`src/rtl/assert_macros.svh`:
```
// assertion helpers; the using module supplies clk and rst_n
`ifndef ASSERT_MACROS_SVH
`define ASSERT_MACROS_SVH

// implication in the same cycle
`define ASSERT_IMP(lbl, ante, cons, msg) \
  lbl: assert property (@(posedge clk) disable iff (!rst_n) (ante) |-> (cons)) \
    else $error(msg);

// implication in the next cycle
`define ASSERT_NXT(lbl, ante, cons, msg) \
  lbl: assert property (@(posedge clk) disable iff (!rst_n) (ante) |=> (cons)) \
    else $error(msg);

`endif

```
`src/rtl/kwm_pkg.sv`:
```
package kwm_pkg;

  // defaults for the top level parameters
  localparam int NumListsDef  = 8;
  localparam int ListDepthDef = 128;

  // depth of the request and result queues
  localparam int ReqQDepth = 2;
  localparam int ResQDepth = 2;

  localparam int OpW  = 2;
  localparam int IdxW = 3;
  localparam int ValW = 32;
  localparam int StW  = 2;

  // op codes
  localparam logic [OpW-1:0] OP_PUSH  = 2'd0;
  localparam logic [OpW-1:0] OP_POP   = 2'd1;
  localparam logic [OpW-1:0] OP_CLEAR = 2'd2;

  // status codes
  localparam logic [StW-1:0] ST_OK    = 2'd0;
  localparam logic [StW-1:0] ST_FULL  = 2'd1;
  localparam logic [StW-1:0] ST_EMPTY = 2'd2;

  // request class decided by the front end
  typedef enum logic [2:0] {
    K_PUSH,
    K_REJECT,
    K_POP,
    K_CLEAR,
    K_NOP
  } kind_t;

  typedef struct packed {
    kind_t                  kind;
    logic [IdxW-1:0]        idx;
    logic signed [ValW-1:0] value;
  } req_t;

  typedef struct packed {
    logic signed [ValW-1:0] value;
    logic [IdxW-1:0]        src;
    logic [StW-1:0]         status;
  } res_t;

endpackage

```
`src/rtl/kwm_resq.sv`:
```
module kwm_resq (
  input  logic                            clk,
  input  logic                            rst_n,
  input  logic                            wr_valid,
  input  kwm_pkg::res_t                   wr_data,
  output logic                            wr_space,
  output logic                            out_empty,
  input  logic                            out_pop,
  output logic signed [kwm_pkg::ValW-1:0] out_value_out,
  output logic [kwm_pkg::IdxW-1:0]        out_source_list,
  output logic [kwm_pkg::StW-1:0]         out_status
);

  localparam int QD = kwm_pkg::ResQDepth;
  localparam int PW = (QD > 1) ? $clog2(QD) : 1;
  localparam int CW = $clog2(QD + 1);

  kwm_pkg::res_t q_r [QD];
  logic [PW-1:0] wr_ptr_r, rd_ptr_r;
  logic [CW-1:0] cnt_r;
  logic          wr_en, rd_en;

  assign wr_space        = (cnt_r != CW'(QD));
  assign out_empty       = (cnt_r == '0);
  assign wr_en           = wr_valid && wr_space;
  assign rd_en           = out_pop && !out_empty;
  assign out_value_out   = q_r[rd_ptr_r].value;
  assign out_source_list = q_r[rd_ptr_r].src;
  assign out_status      = q_r[rd_ptr_r].status;

  // result storage
  always_ff @(posedge clk) begin
    if (wr_en) begin
      q_r[wr_ptr_r] <= wr_data;
    end
  end

  // pointers and count
  always_ff @(posedge clk) begin
    if (!rst_n) begin
      wr_ptr_r <= '0;
      rd_ptr_r <= '0;
      cnt_r    <= '0;
    end else begin
      if (wr_en) begin
        wr_ptr_r <= (wr_ptr_r == PW'(QD - 1)) ? '0 : wr_ptr_r + 1'b1;
      end
      if (rd_en) begin
        rd_ptr_r <= (rd_ptr_r == PW'(QD - 1)) ? '0 : rd_ptr_r + 1'b1;
      end
      cnt_r <= cnt_r + CW'(wr_en) - CW'(rd_en);
    end
  end

endmodule

```
`config.mk`:
```
export PLATFORM = sky130hd
export DESIGN_NAME = kwm_resq
export DESIGN_NICKNAME = d
export VERILOG_FILES = /design/src/rtl/assert_macros.svh /design/src/rtl/kwm_pkg.sv /design/src/rtl/kwm_resq.sv
export SDC_FILE = /design/constraint.sdc
export NUM_CORES = 1
export LEC_CHECK = 0
export BUFFER_PORTS_ARGS = -buffer_cell sky130_fd_sc_hd__buf_2
export CAP_MARGIN = 20
export CORE_MARGIN = 10
export CORE_UTILIZATION = 52
export CTS_CLUSTER_SIZE = 10
export DETAILED_ROUTE_END_ITERATION = 10
export GPL_TIMING_DRIVEN = 0
export PLACE_DENSITY_LB_ADDON = 0.12
export SYNTH_ARGS = -nofsm -noshare
export SYNTH_HDL_FRONTEND = slang
export SYNTH_SLANG_ARGS = --single-unit
export TNS_END_PERCENT = 30
```
`constraint.sdc`:
```
create_clock -name clk -period 3.3 [get_ports clk]
set_clock_uncertainty 0.15 [all_clocks]
set_input_delay 0.165 -clock clk [delete_from_list [all_inputs] [get_ports clk]]
set_output_delay 0.165 -clock clk [all_outputs]
set_load 0.05 [all_outputs]
```
==> qor.csv <==
metric;value;unit
max_slew headroom;41.4;%
worst reg-to-reg path cell count;8;
CTS Sinks;79;
post-CTS setup buffers;0;
largest buffer count on any clock path;2;
post-layout utilization of the core;73.3;%
Synth area leaders;edfxtp_1, mux2_4, dfxtp_1;
Syn-to-layout area delta;34.6;%
Die X;96.7;µm
num rows;27;
routed wire length;5810;µm
RSZ-0062 raised after global routing;false;
Reg clk slew, reported paths;0.07;ns
min-delay worst type;in2reg;
run status;finished clean;
Yosys cell types;17;
reg-to-reg critical path startpoint;cnt_r[0];
Worst Hold End;wr_ptr_r;
area share of the largest cell type after synthesis;72.7;%
count of warnings emitted by yosys;0;
GPL Wtd Cong;0.732;
Yosys top cell by area;edfxtp_1;
via count;1635;
full die area;0.00934;mm²
Worst Tran Pin Value;0.879;ns
DP HPWL;3960;µm
initial antenna violation count;0;
minimum clock period;1.90;ns
fillers;369;
Total GRT Usage;12.4;%
CTS buffer count;9;
total core area;0.00561;mm²
antenna viol nets, final;0;
final setup violation count;0;
DR WL/cell;16.8;µm
syn_area_per_cell;22.0;µm²
CP Max Fanout;4;
fmax;0.525;GHz
crit end category;flop;
H-tree levels;3;
die height;96.7;µm
global route total overflow;0;
Worst Path Required;3.37;ns
first-pass GRT wire length;9300;µm
Final Hold Viols;0;
Crit Path Class;reg2reg;
drt first-iter violations;24;
drt drc;0;
setup slack, reg-to-reg;1.40;ns
Hold Path Origin;wr_valid;
count of input and output buffers;79;
Worst setup SP type;flop;
syn nets;182;
vias per inst;4.74;
P_leak;1.63;nW
Root Buffer;clkbuf_8;
Slew Viols, Final;0;
antenna cells;0;
Mapped Area;0.00306;mm²
Worst EP arrival;1.98;ns
r2r endpoint;cnt_r[1];
post-synthesis sequential area ratio;76.0;%
post-synthesis register bit count;79;
insertion delay to the later sink of the worst-skew pair;0.32;ns
most frequent cells in the layout;buf_2, edfxtp_1, dlygate4sd3_1;
layout cells sized above 1;49.8;%
# IOs;80;
maximum VDD drop;510;µV
Post-Synthesis Cells;139;
initial core utilization;54.5;%
final hold slack;0.108;ns
largest net degree at the start of global routing;38;
vias in the first global route;1867;
CTS tree;built;
most common cell after layout, fill and taps aside;buf_2;
Hold Path Stages;3;
DRT Pass-1 Iters;4;
MaxCap Viol Count;0;
Final period util;57.7;%
nets;311;
power per cell area;772;mW/mm²
## layout make-up
cell class | count | area (µm²) | share of cell area, %
Sequential cell | 79 | 2320 | 56.5
Timing Repair Buffer | 118 | 803 | 19.5
Multi-Input combinational cell | 55 | 667 | 16.2
Clock buffer | 9 | 124 | 3.01
Tap cell | 72 | 90.1 | 2.19
Buffer | 4 | 71.3 | 1.73
Clock inverter | 7 | 30.0 | 0.730
Inverter | 1 | 3.75 | 0.0913
## what timing repair did
item / in CTS / in global routing
hold buffers: 38 / 0
hold endpoints to repair: 79 / 0
resized for setup: 0 / 0
## logic make-up (layout without fill, tap and decap cells)
| group | after synthesis | in the layout | share of synthesized area [%] |
|---|---|---|---|
| DFF | 79 | 79 | 76.0 |
| adders and majority gates | 2 | 2 | 0.819 |
| muxes | 38 | 38 | 17.6 |
| buffers and inverters | 5 | 139 | 2.46 |
| xor gates and xnor gates | 3 | 3 | 0.860 |
| AOI/OAI and AO/OA | 1 | 1 | 0.287 |
| and+or+nand+nor | 11 | 11 | 1.92 |
## report_power, final
part | switching (mW) | internal, mW | total (mW)
sequential | 0.0451 | 1.26 | 1.31
clock | 0.299 | 0.258 | 0.558
combinational | 0.844 | 0.466 | 1.31
total | 1.19 | 1.99 | 3.17
## stage by stage
step                      setup slack, ns  std cells  TNS, ns  power, mW  cell area (µm²)
after detailed placement             1.40        291        0       2.62             3580
after global routing                 1.27        345        0       3.32             4110
after CTS                            1.38        345        0       3.21             4110
after floorplan                     0.117        139        0       2.35             3060
after global placement             -0.177        290    -6.50       2.57             3540
final                                1.40        345        0       3.17             4110
## critical path, cell delays in order, from the launching register on
cell and delay [ns]:
dfxtp_1 0.38, nand2b_1 0.16, nand2_1 0.15, ha_1 0.32, inv_1 0.04, ha_1 0.18, xnor2_1 0.13, xnor2_1 0.13
and2_1 0.15
## layer usage
metal / GRT usage (%) / share of wire [%]
met1: 11.4 / 35
met2: 23.5 / 57
met3: 5.68 / 7.2
met4: 3.95 / 1.1
met5: 0 / 0
## sequential cells by signal, summed over array words and instances, names as in the netlist, named ones only
register,count
rd_ptr_r,1
q_r,74
cnt_r,2
wr_ptr_r,1
## synthesized netlist by cell type
cell / count
and2_1: 2
and3_1: 1
buf_12: 3
buf_6: 1
dfxtp_1: 5
edfxtp_1: 74
ha_1: 2
inv_1: 1
mux2_2: 7
mux2_4: 30
mux2i_1: 1
nand2_1: 2
nand2b_1: 2
nor2_1: 2
nor2b_1: 2
o21a_2: 1
xnor2_1: 3
## worst max path at each step
stage,startpoint,end,slack (ns),cells past startpoint
3_5_place_dp,cnt_r[0],cnt_r[1],1.40,8
2_1_floorplan,cnt_r[0],q_r[0][0],0.12,3
4_1_cts,cnt_r[0],cnt_r[1],1.38,8
5_1_grt,cnt_r[0],cnt_r[1],1.27,8
6_report,cnt_r[0],cnt_r[1],1.40,8
3_3_place_gp,cnt_r[0],q_r[0][9],-0.18,3
(Power assumes the default switching activity.)
