### src/rtl/assert_macros.svh
// assertion helpers; the using module supplies clk and rst_n
`ifndef ASSERT_MACROS_SVH
`define ASSERT_MACROS_SVH

// implication in the same cycle
`define ASSERT_IMP(lbl, ante, cons, msg) \
  lbl: assert property (@(posedge clk) disable iff (!rst_n) (ante) |-> (cons)) \
    else $error(msg);

// implication in the next cycle
`define ASSERT_NXT(lbl, ante, cons, msg) \
  lbl: assert property (@(posedge clk) disable iff (!rst_n) (ante) |=> (cons)) \
    else $error(msg);

`endif

### src/rtl/kwm_pkg.sv
package kwm_pkg;

  // defaults for the top level parameters
  localparam int NumListsDef  = 8;
  localparam int ListDepthDef = 128;

  // depth of the request and result queues
  localparam int ReqQDepth = 2;
  localparam int ResQDepth = 2;

  localparam int OpW  = 2;
  localparam int IdxW = 3;
  localparam int ValW = 32;
  localparam int StW  = 2;

  // op codes
  localparam logic [OpW-1:0] OP_PUSH  = 2'd0;
  localparam logic [OpW-1:0] OP_POP   = 2'd1;
  localparam logic [OpW-1:0] OP_CLEAR = 2'd2;

  // status codes
  localparam logic [StW-1:0] ST_OK    = 2'd0;
  localparam logic [StW-1:0] ST_FULL  = 2'd1;
  localparam logic [StW-1:0] ST_EMPTY = 2'd2;

  // request class decided by the front end
  typedef enum logic [2:0] {
    K_PUSH,
    K_REJECT,
    K_POP,
    K_CLEAR,
    K_NOP
  } kind_t;

  typedef struct packed {
    kind_t                  kind;
    logic [IdxW-1:0]        idx;
    logic signed [ValW-1:0] value;
  } req_t;

  typedef struct packed {
    logic signed [ValW-1:0] value;
    logic [IdxW-1:0]        src;
    logic [StW-1:0]         status;
  } res_t;

endpackage

### src/rtl/kwm_front.sv
module kwm_front #(
  parameter int NUM_LISTS = kwm_pkg::NumListsDef
) (
  input  logic                         clk,
  input  logic                         rst_n,
  input  logic                         in_push,
  input  logic [kwm_pkg::OpW-1:0]      in_op,
  input  logic [kwm_pkg::IdxW-1:0]     in_list_index,
  input  logic signed [kwm_pkg::ValW-1:0] in_value,
  output logic                         in_full,
  output logic                         req_valid,
  output kwm_pkg::req_t                req,
  input  logic                         req_take
);

  localparam int QD = kwm_pkg::ReqQDepth;
  localparam int PW = (QD > 1) ? $clog2(QD) : 1;
  localparam int CW = $clog2(QD + 1);

  kwm_pkg::req_t  q_r [QD];
  logic [PW-1:0]  wr_ptr_r, rd_ptr_r;
  logic [CW-1:0]  cnt_r;
  kwm_pkg::req_t  cls;
  logic           wr_en, rd_en;

  // classify the incoming request
  always_comb begin
    cls.idx   = in_list_index;
    cls.value = in_value;
    case (in_op)
      kwm_pkg::OP_PUSH: begin
        cls.kind = (int'(in_list_index) >= NUM_LISTS) ? kwm_pkg::K_REJECT : kwm_pkg::K_PUSH;
      end
      kwm_pkg::OP_POP:   cls.kind = kwm_pkg::K_POP;
      kwm_pkg::OP_CLEAR: cls.kind = kwm_pkg::K_CLEAR;
      default:           cls.kind = kwm_pkg::K_NOP;
    endcase
  end

  assign in_full   = (cnt_r == CW'(QD));
  assign req_valid = (cnt_r != '0);
  assign req       = q_r[rd_ptr_r];
  assign wr_en     = in_push && !in_full;
  assign rd_en     = req_take && req_valid;

  // request queue storage
  always_ff @(posedge clk) begin
    if (wr_en) begin
      q_r[wr_ptr_r] <= cls;
    end
  end

  // queue pointers and count
  always_ff @(posedge clk) begin
    if (!rst_n) begin
      wr_ptr_r <= '0;
      rd_ptr_r <= '0;
      cnt_r    <= '0;
    end else begin
      if (wr_en) begin
        wr_ptr_r <= (wr_ptr_r == PW'(QD - 1)) ? '0 : wr_ptr_r + 1'b1;
      end
      if (rd_en) begin
        rd_ptr_r <= (rd_ptr_r == PW'(QD - 1)) ? '0 : rd_ptr_r + 1'b1;
      end
      cnt_r <= cnt_r + CW'(wr_en) - CW'(rd_en);
    end
  end

endmodule

### config.mk
export PLATFORM = sky130hd
export DESIGN_NAME = kwm_front
export DESIGN_NICKNAME = d
export VERILOG_FILES = /design/src/rtl/assert_macros.svh /design/src/rtl/kwm_pkg.sv /design/src/rtl/kwm_front.sv
export SDC_FILE = /design/constraint.sdc
export NUM_CORES = 1
export LEC_CHECK = 0
export BUFFER_PORTS_ARGS = -buffer_cell sky130_fd_sc_hd__buf_2
export CAP_MARGIN = 10
export CORE_AREA = 2 2 62 108
export DETAILED_ROUTE_END_ITERATION = 8
export DIE_AREA = 0 0 64 110
export PLACE_DENSITY = 0.76
export SYNTH_ARGS = -nofsm -noshare
export SYNTH_HDL_FRONTEND = slang
export SYNTH_SLANG_ARGS = --single-unit
### constraint.sdc
create_clock -name clk -period 4.3 [get_ports clk]
set_input_delay 1.29 -clock clk [delete_from_list [all_inputs] [get_ports clk]]
set_output_delay 1.29 -clock clk [all_outputs]
set_load 0.005 [all_outputs]
==> summary.md <==
| Metric | Value |
|---|---|
| CP peak stage delay | `0.86 ns` |
| Reg clk slew, reported paths | `0.07 ns` |
| Post-synth net total | `194` |
| Register bit total from synthesis | `81` |
| Reg2Reg Launch Point | `cnt_r[0]` |
| Die area | `7040 um2` |
| RSZ-0062 raised after global routing | `false` |
| Area Growth Syn to Fin | `21.8%` |
| Largest net degree at the start of global routing | `39` |
| # H-tree levels | `3` |
| Setup TNS | `0 ns` |
| Crit path capture | `req[22]` |
| Final Power | `2160 uW` |
| Worst Skew | `0.00568 ns` |
| Clk_lat worst skew | `0.34 ns` |
| Min cycle time layout | `3.28 ns` |
| Max Cap Viol | `0` |
| Crit path DAT | `1.99 ns` |
| Commonest non-fill, non-tap cell in the layout | `buf_2` |
| Slew Limit Fails | `0` |
| CTS Sinks | `81` |
| Root buffer cell | `clkbuf_8` |
| Slowest CP cell | `dfxtp_2` |
| Relative slew slack | `0.406` |
| Antenna violations before repair | `0` |
| Drt pass-1 iters | `4` |
| Total grt overflow | `0` |
| DRT iter0 DRCs | `37` |
| Layout Nets | `283` |
| First-pass GRT wire length | `7.19 mm` |
| GRT Total Usage | `0.144` |
| DP Wirelength | `3.37 mm` |
| Synth warnings | `0` |
| Maximum VDD drop | `0.000307 V` |
| Highest clock rate | `305 MHz` |
| Avg Cell Area, Syn | `20.8 um2` |
| WL/cell | `14.8 um` |
| Number of gates resized after cts | `0` |
| Distinct cells, synth | `19` |
| Setup CP Type | `reg2out` |
| Final GP Congestion | `0.726` |
| Mapped Cells | `149` |
| Core ar. | `6130 um2` |
| Final hold viol count | `0` |
| Period utilisation layout | `0.763` |
| Post-Syn Area | `3090 um2` |
| Critical Path Start Type | `flip-flop` |
| CTS tree | `done` |
| Hold Crit Class | `reg2reg` |
| Most frequent cells in the layout | `buf_2, edfxtp_1, mux2_4` |
| Rows | `38` |
| PortBufs | `80` |
| CP required | `3.01 ns` |
| Worst-margin pin slew | `0.891 ns` |
| Final setup viols | `0` |
| Vias in the first global route | `1541` |
| Max clock buf depth | `2` |
| DRC Markers | `0` |
| Vias per cell | `4.74` |
| Routed via count | `1531` |
| Ant diodes | `0` |
| Status | `finished, final reports clean` |
| Worst r2r path cells | `4` |
| Register area share after synthesis | `0.770` |
| Cts bufs inserted | `9` |
| Post-CTS setup buffers | `0` |
| # IOs | `81` |
| Cell Chain, Critical Path | `buf_4 -> mux2_4 -> buf_2` |
| Die height | `110 um` |
| CP endpoint kind | `output port` |
| Critical-path maximum fanout | `30` |
| Overall die width | `64 um` |
| R2R setup slack | `2.36 ns` |
| Initial Utilization | `0.504` |
| RR Endpoint | `q_r[0][4]` |
| Hold buffer count at cts | `0` |
| Final ANT Viol Nets | `0` |
| Pwr Density | `573 nW/um2` |
| Pleak | `0.00150 uW` |
| Share of post-route cells with drive strength above 1 | `0.564` |
| Routed WL | `4.80 mm` |
flip-flops by register name (all words and copies together), names as in the netlist, named ones only:
signal and cells:
rd_ptr_r 1, cnt_r 2, wr_ptr_r 1, q_r 76
routing by layer:
metal	global-route usage	wire (um)	share of wire	vias to the layer above
met5	0	0	0	-
met4	0.0745	63	0.013	0
met3	0.0569	263	0.055	8
met2	0.264	2770	0.58	49
met1	0.134	1700	0.35	729
li1	-	-	-	745
metrics by stage:
stage          cells  hold WS, ns  utilization  cell area [um2]  setup WS [ns]
2_1_floorplan    149        0.455            -             3090          0.880
3_3_place_gp     307        0.496        0.584             3580           1.36
3_5_place_dp     307        0.509        0.584             3580           1.34
4_1_cts          323        0.532        0.614             3770          0.955
5_1_grt          323        0.575        0.614             3770          0.876
6_report         323        0.526        0.614             3770           1.02
cell usage after synthesis (all sizes together):
cell type  instances  area share
mux2i              1      0.0032
o21a               1      0.0024
xor2               1      0.0028
nand2b             2      0.0040
edfxtp            76        0.74
ha                 4       0.016
inv                5      0.0061
nor3               1      0.0016
and3               1      0.0020
or2                1      0.0020
nor2               4      0.0049
mux2              38        0.16
xnor2              1      0.0028
and2               2      0.0040
nand2              2      0.0024
dfxtp              5       0.032
buf                4       0.013
area by class of cell:
class	count	area, um2
Inverter	5	18.8
Timing Repair Buffer	82	415
Fill cell	468	2360
Tap cell	80	100
Clock inverter	3	40.0
Multi-Input combinational cell	59	662
Clock buffer	13	149
Sequential cell	81	2380
worst min path at each step:
stage / startpoint / to / slack (ns) / depth (start not counted)
3_5_place_dp: rd_ptr_r / flip-flop / 0.51 / 2
3_3_place_gp: rd_ptr_r / rd_ptr_r / 0.50 / 2
5_1_grt: rd_ptr_r / rd_ptr_r / 0.58 / 2
6_report: wr_ptr_r / wr_ptr_r / 0.53 / 2
4_1_cts: wr_ptr_r / wr_ptr_r / 0.53 / 2
2_1_floorplan: wr_ptr_r / wr_ptr_r / 0.45 / 2
kinds of logic after synthesis:
group,after synthesis,synth area share
AOI/OAI and AO/OA,1,0.00243
buffers and inverters,9,0.0186
and+or+nand+nor,13,0.0210
muxes,39,0.166
adders and majority gates,4,0.0162
xor gates and xnor gates,2,0.00566
DFF,81,0.770
where the power goes:
part	switching, uW	leakage (uW)	internal [uW]	total, uW
clock	239	0.0000974	283	522
sequential	82.6	0.000752	1020	1100
combinational	219	0.000652	316	535
worst max-delay path, delay by kind of cell, from the launching register on:
kind | cells | cell delay, ns
muxes | 1 | 0.31
DFF | 1 | 0.86
buffers and inverters | 2 | 0.46
Note: power is estimated with default switching activity, not from simulation.
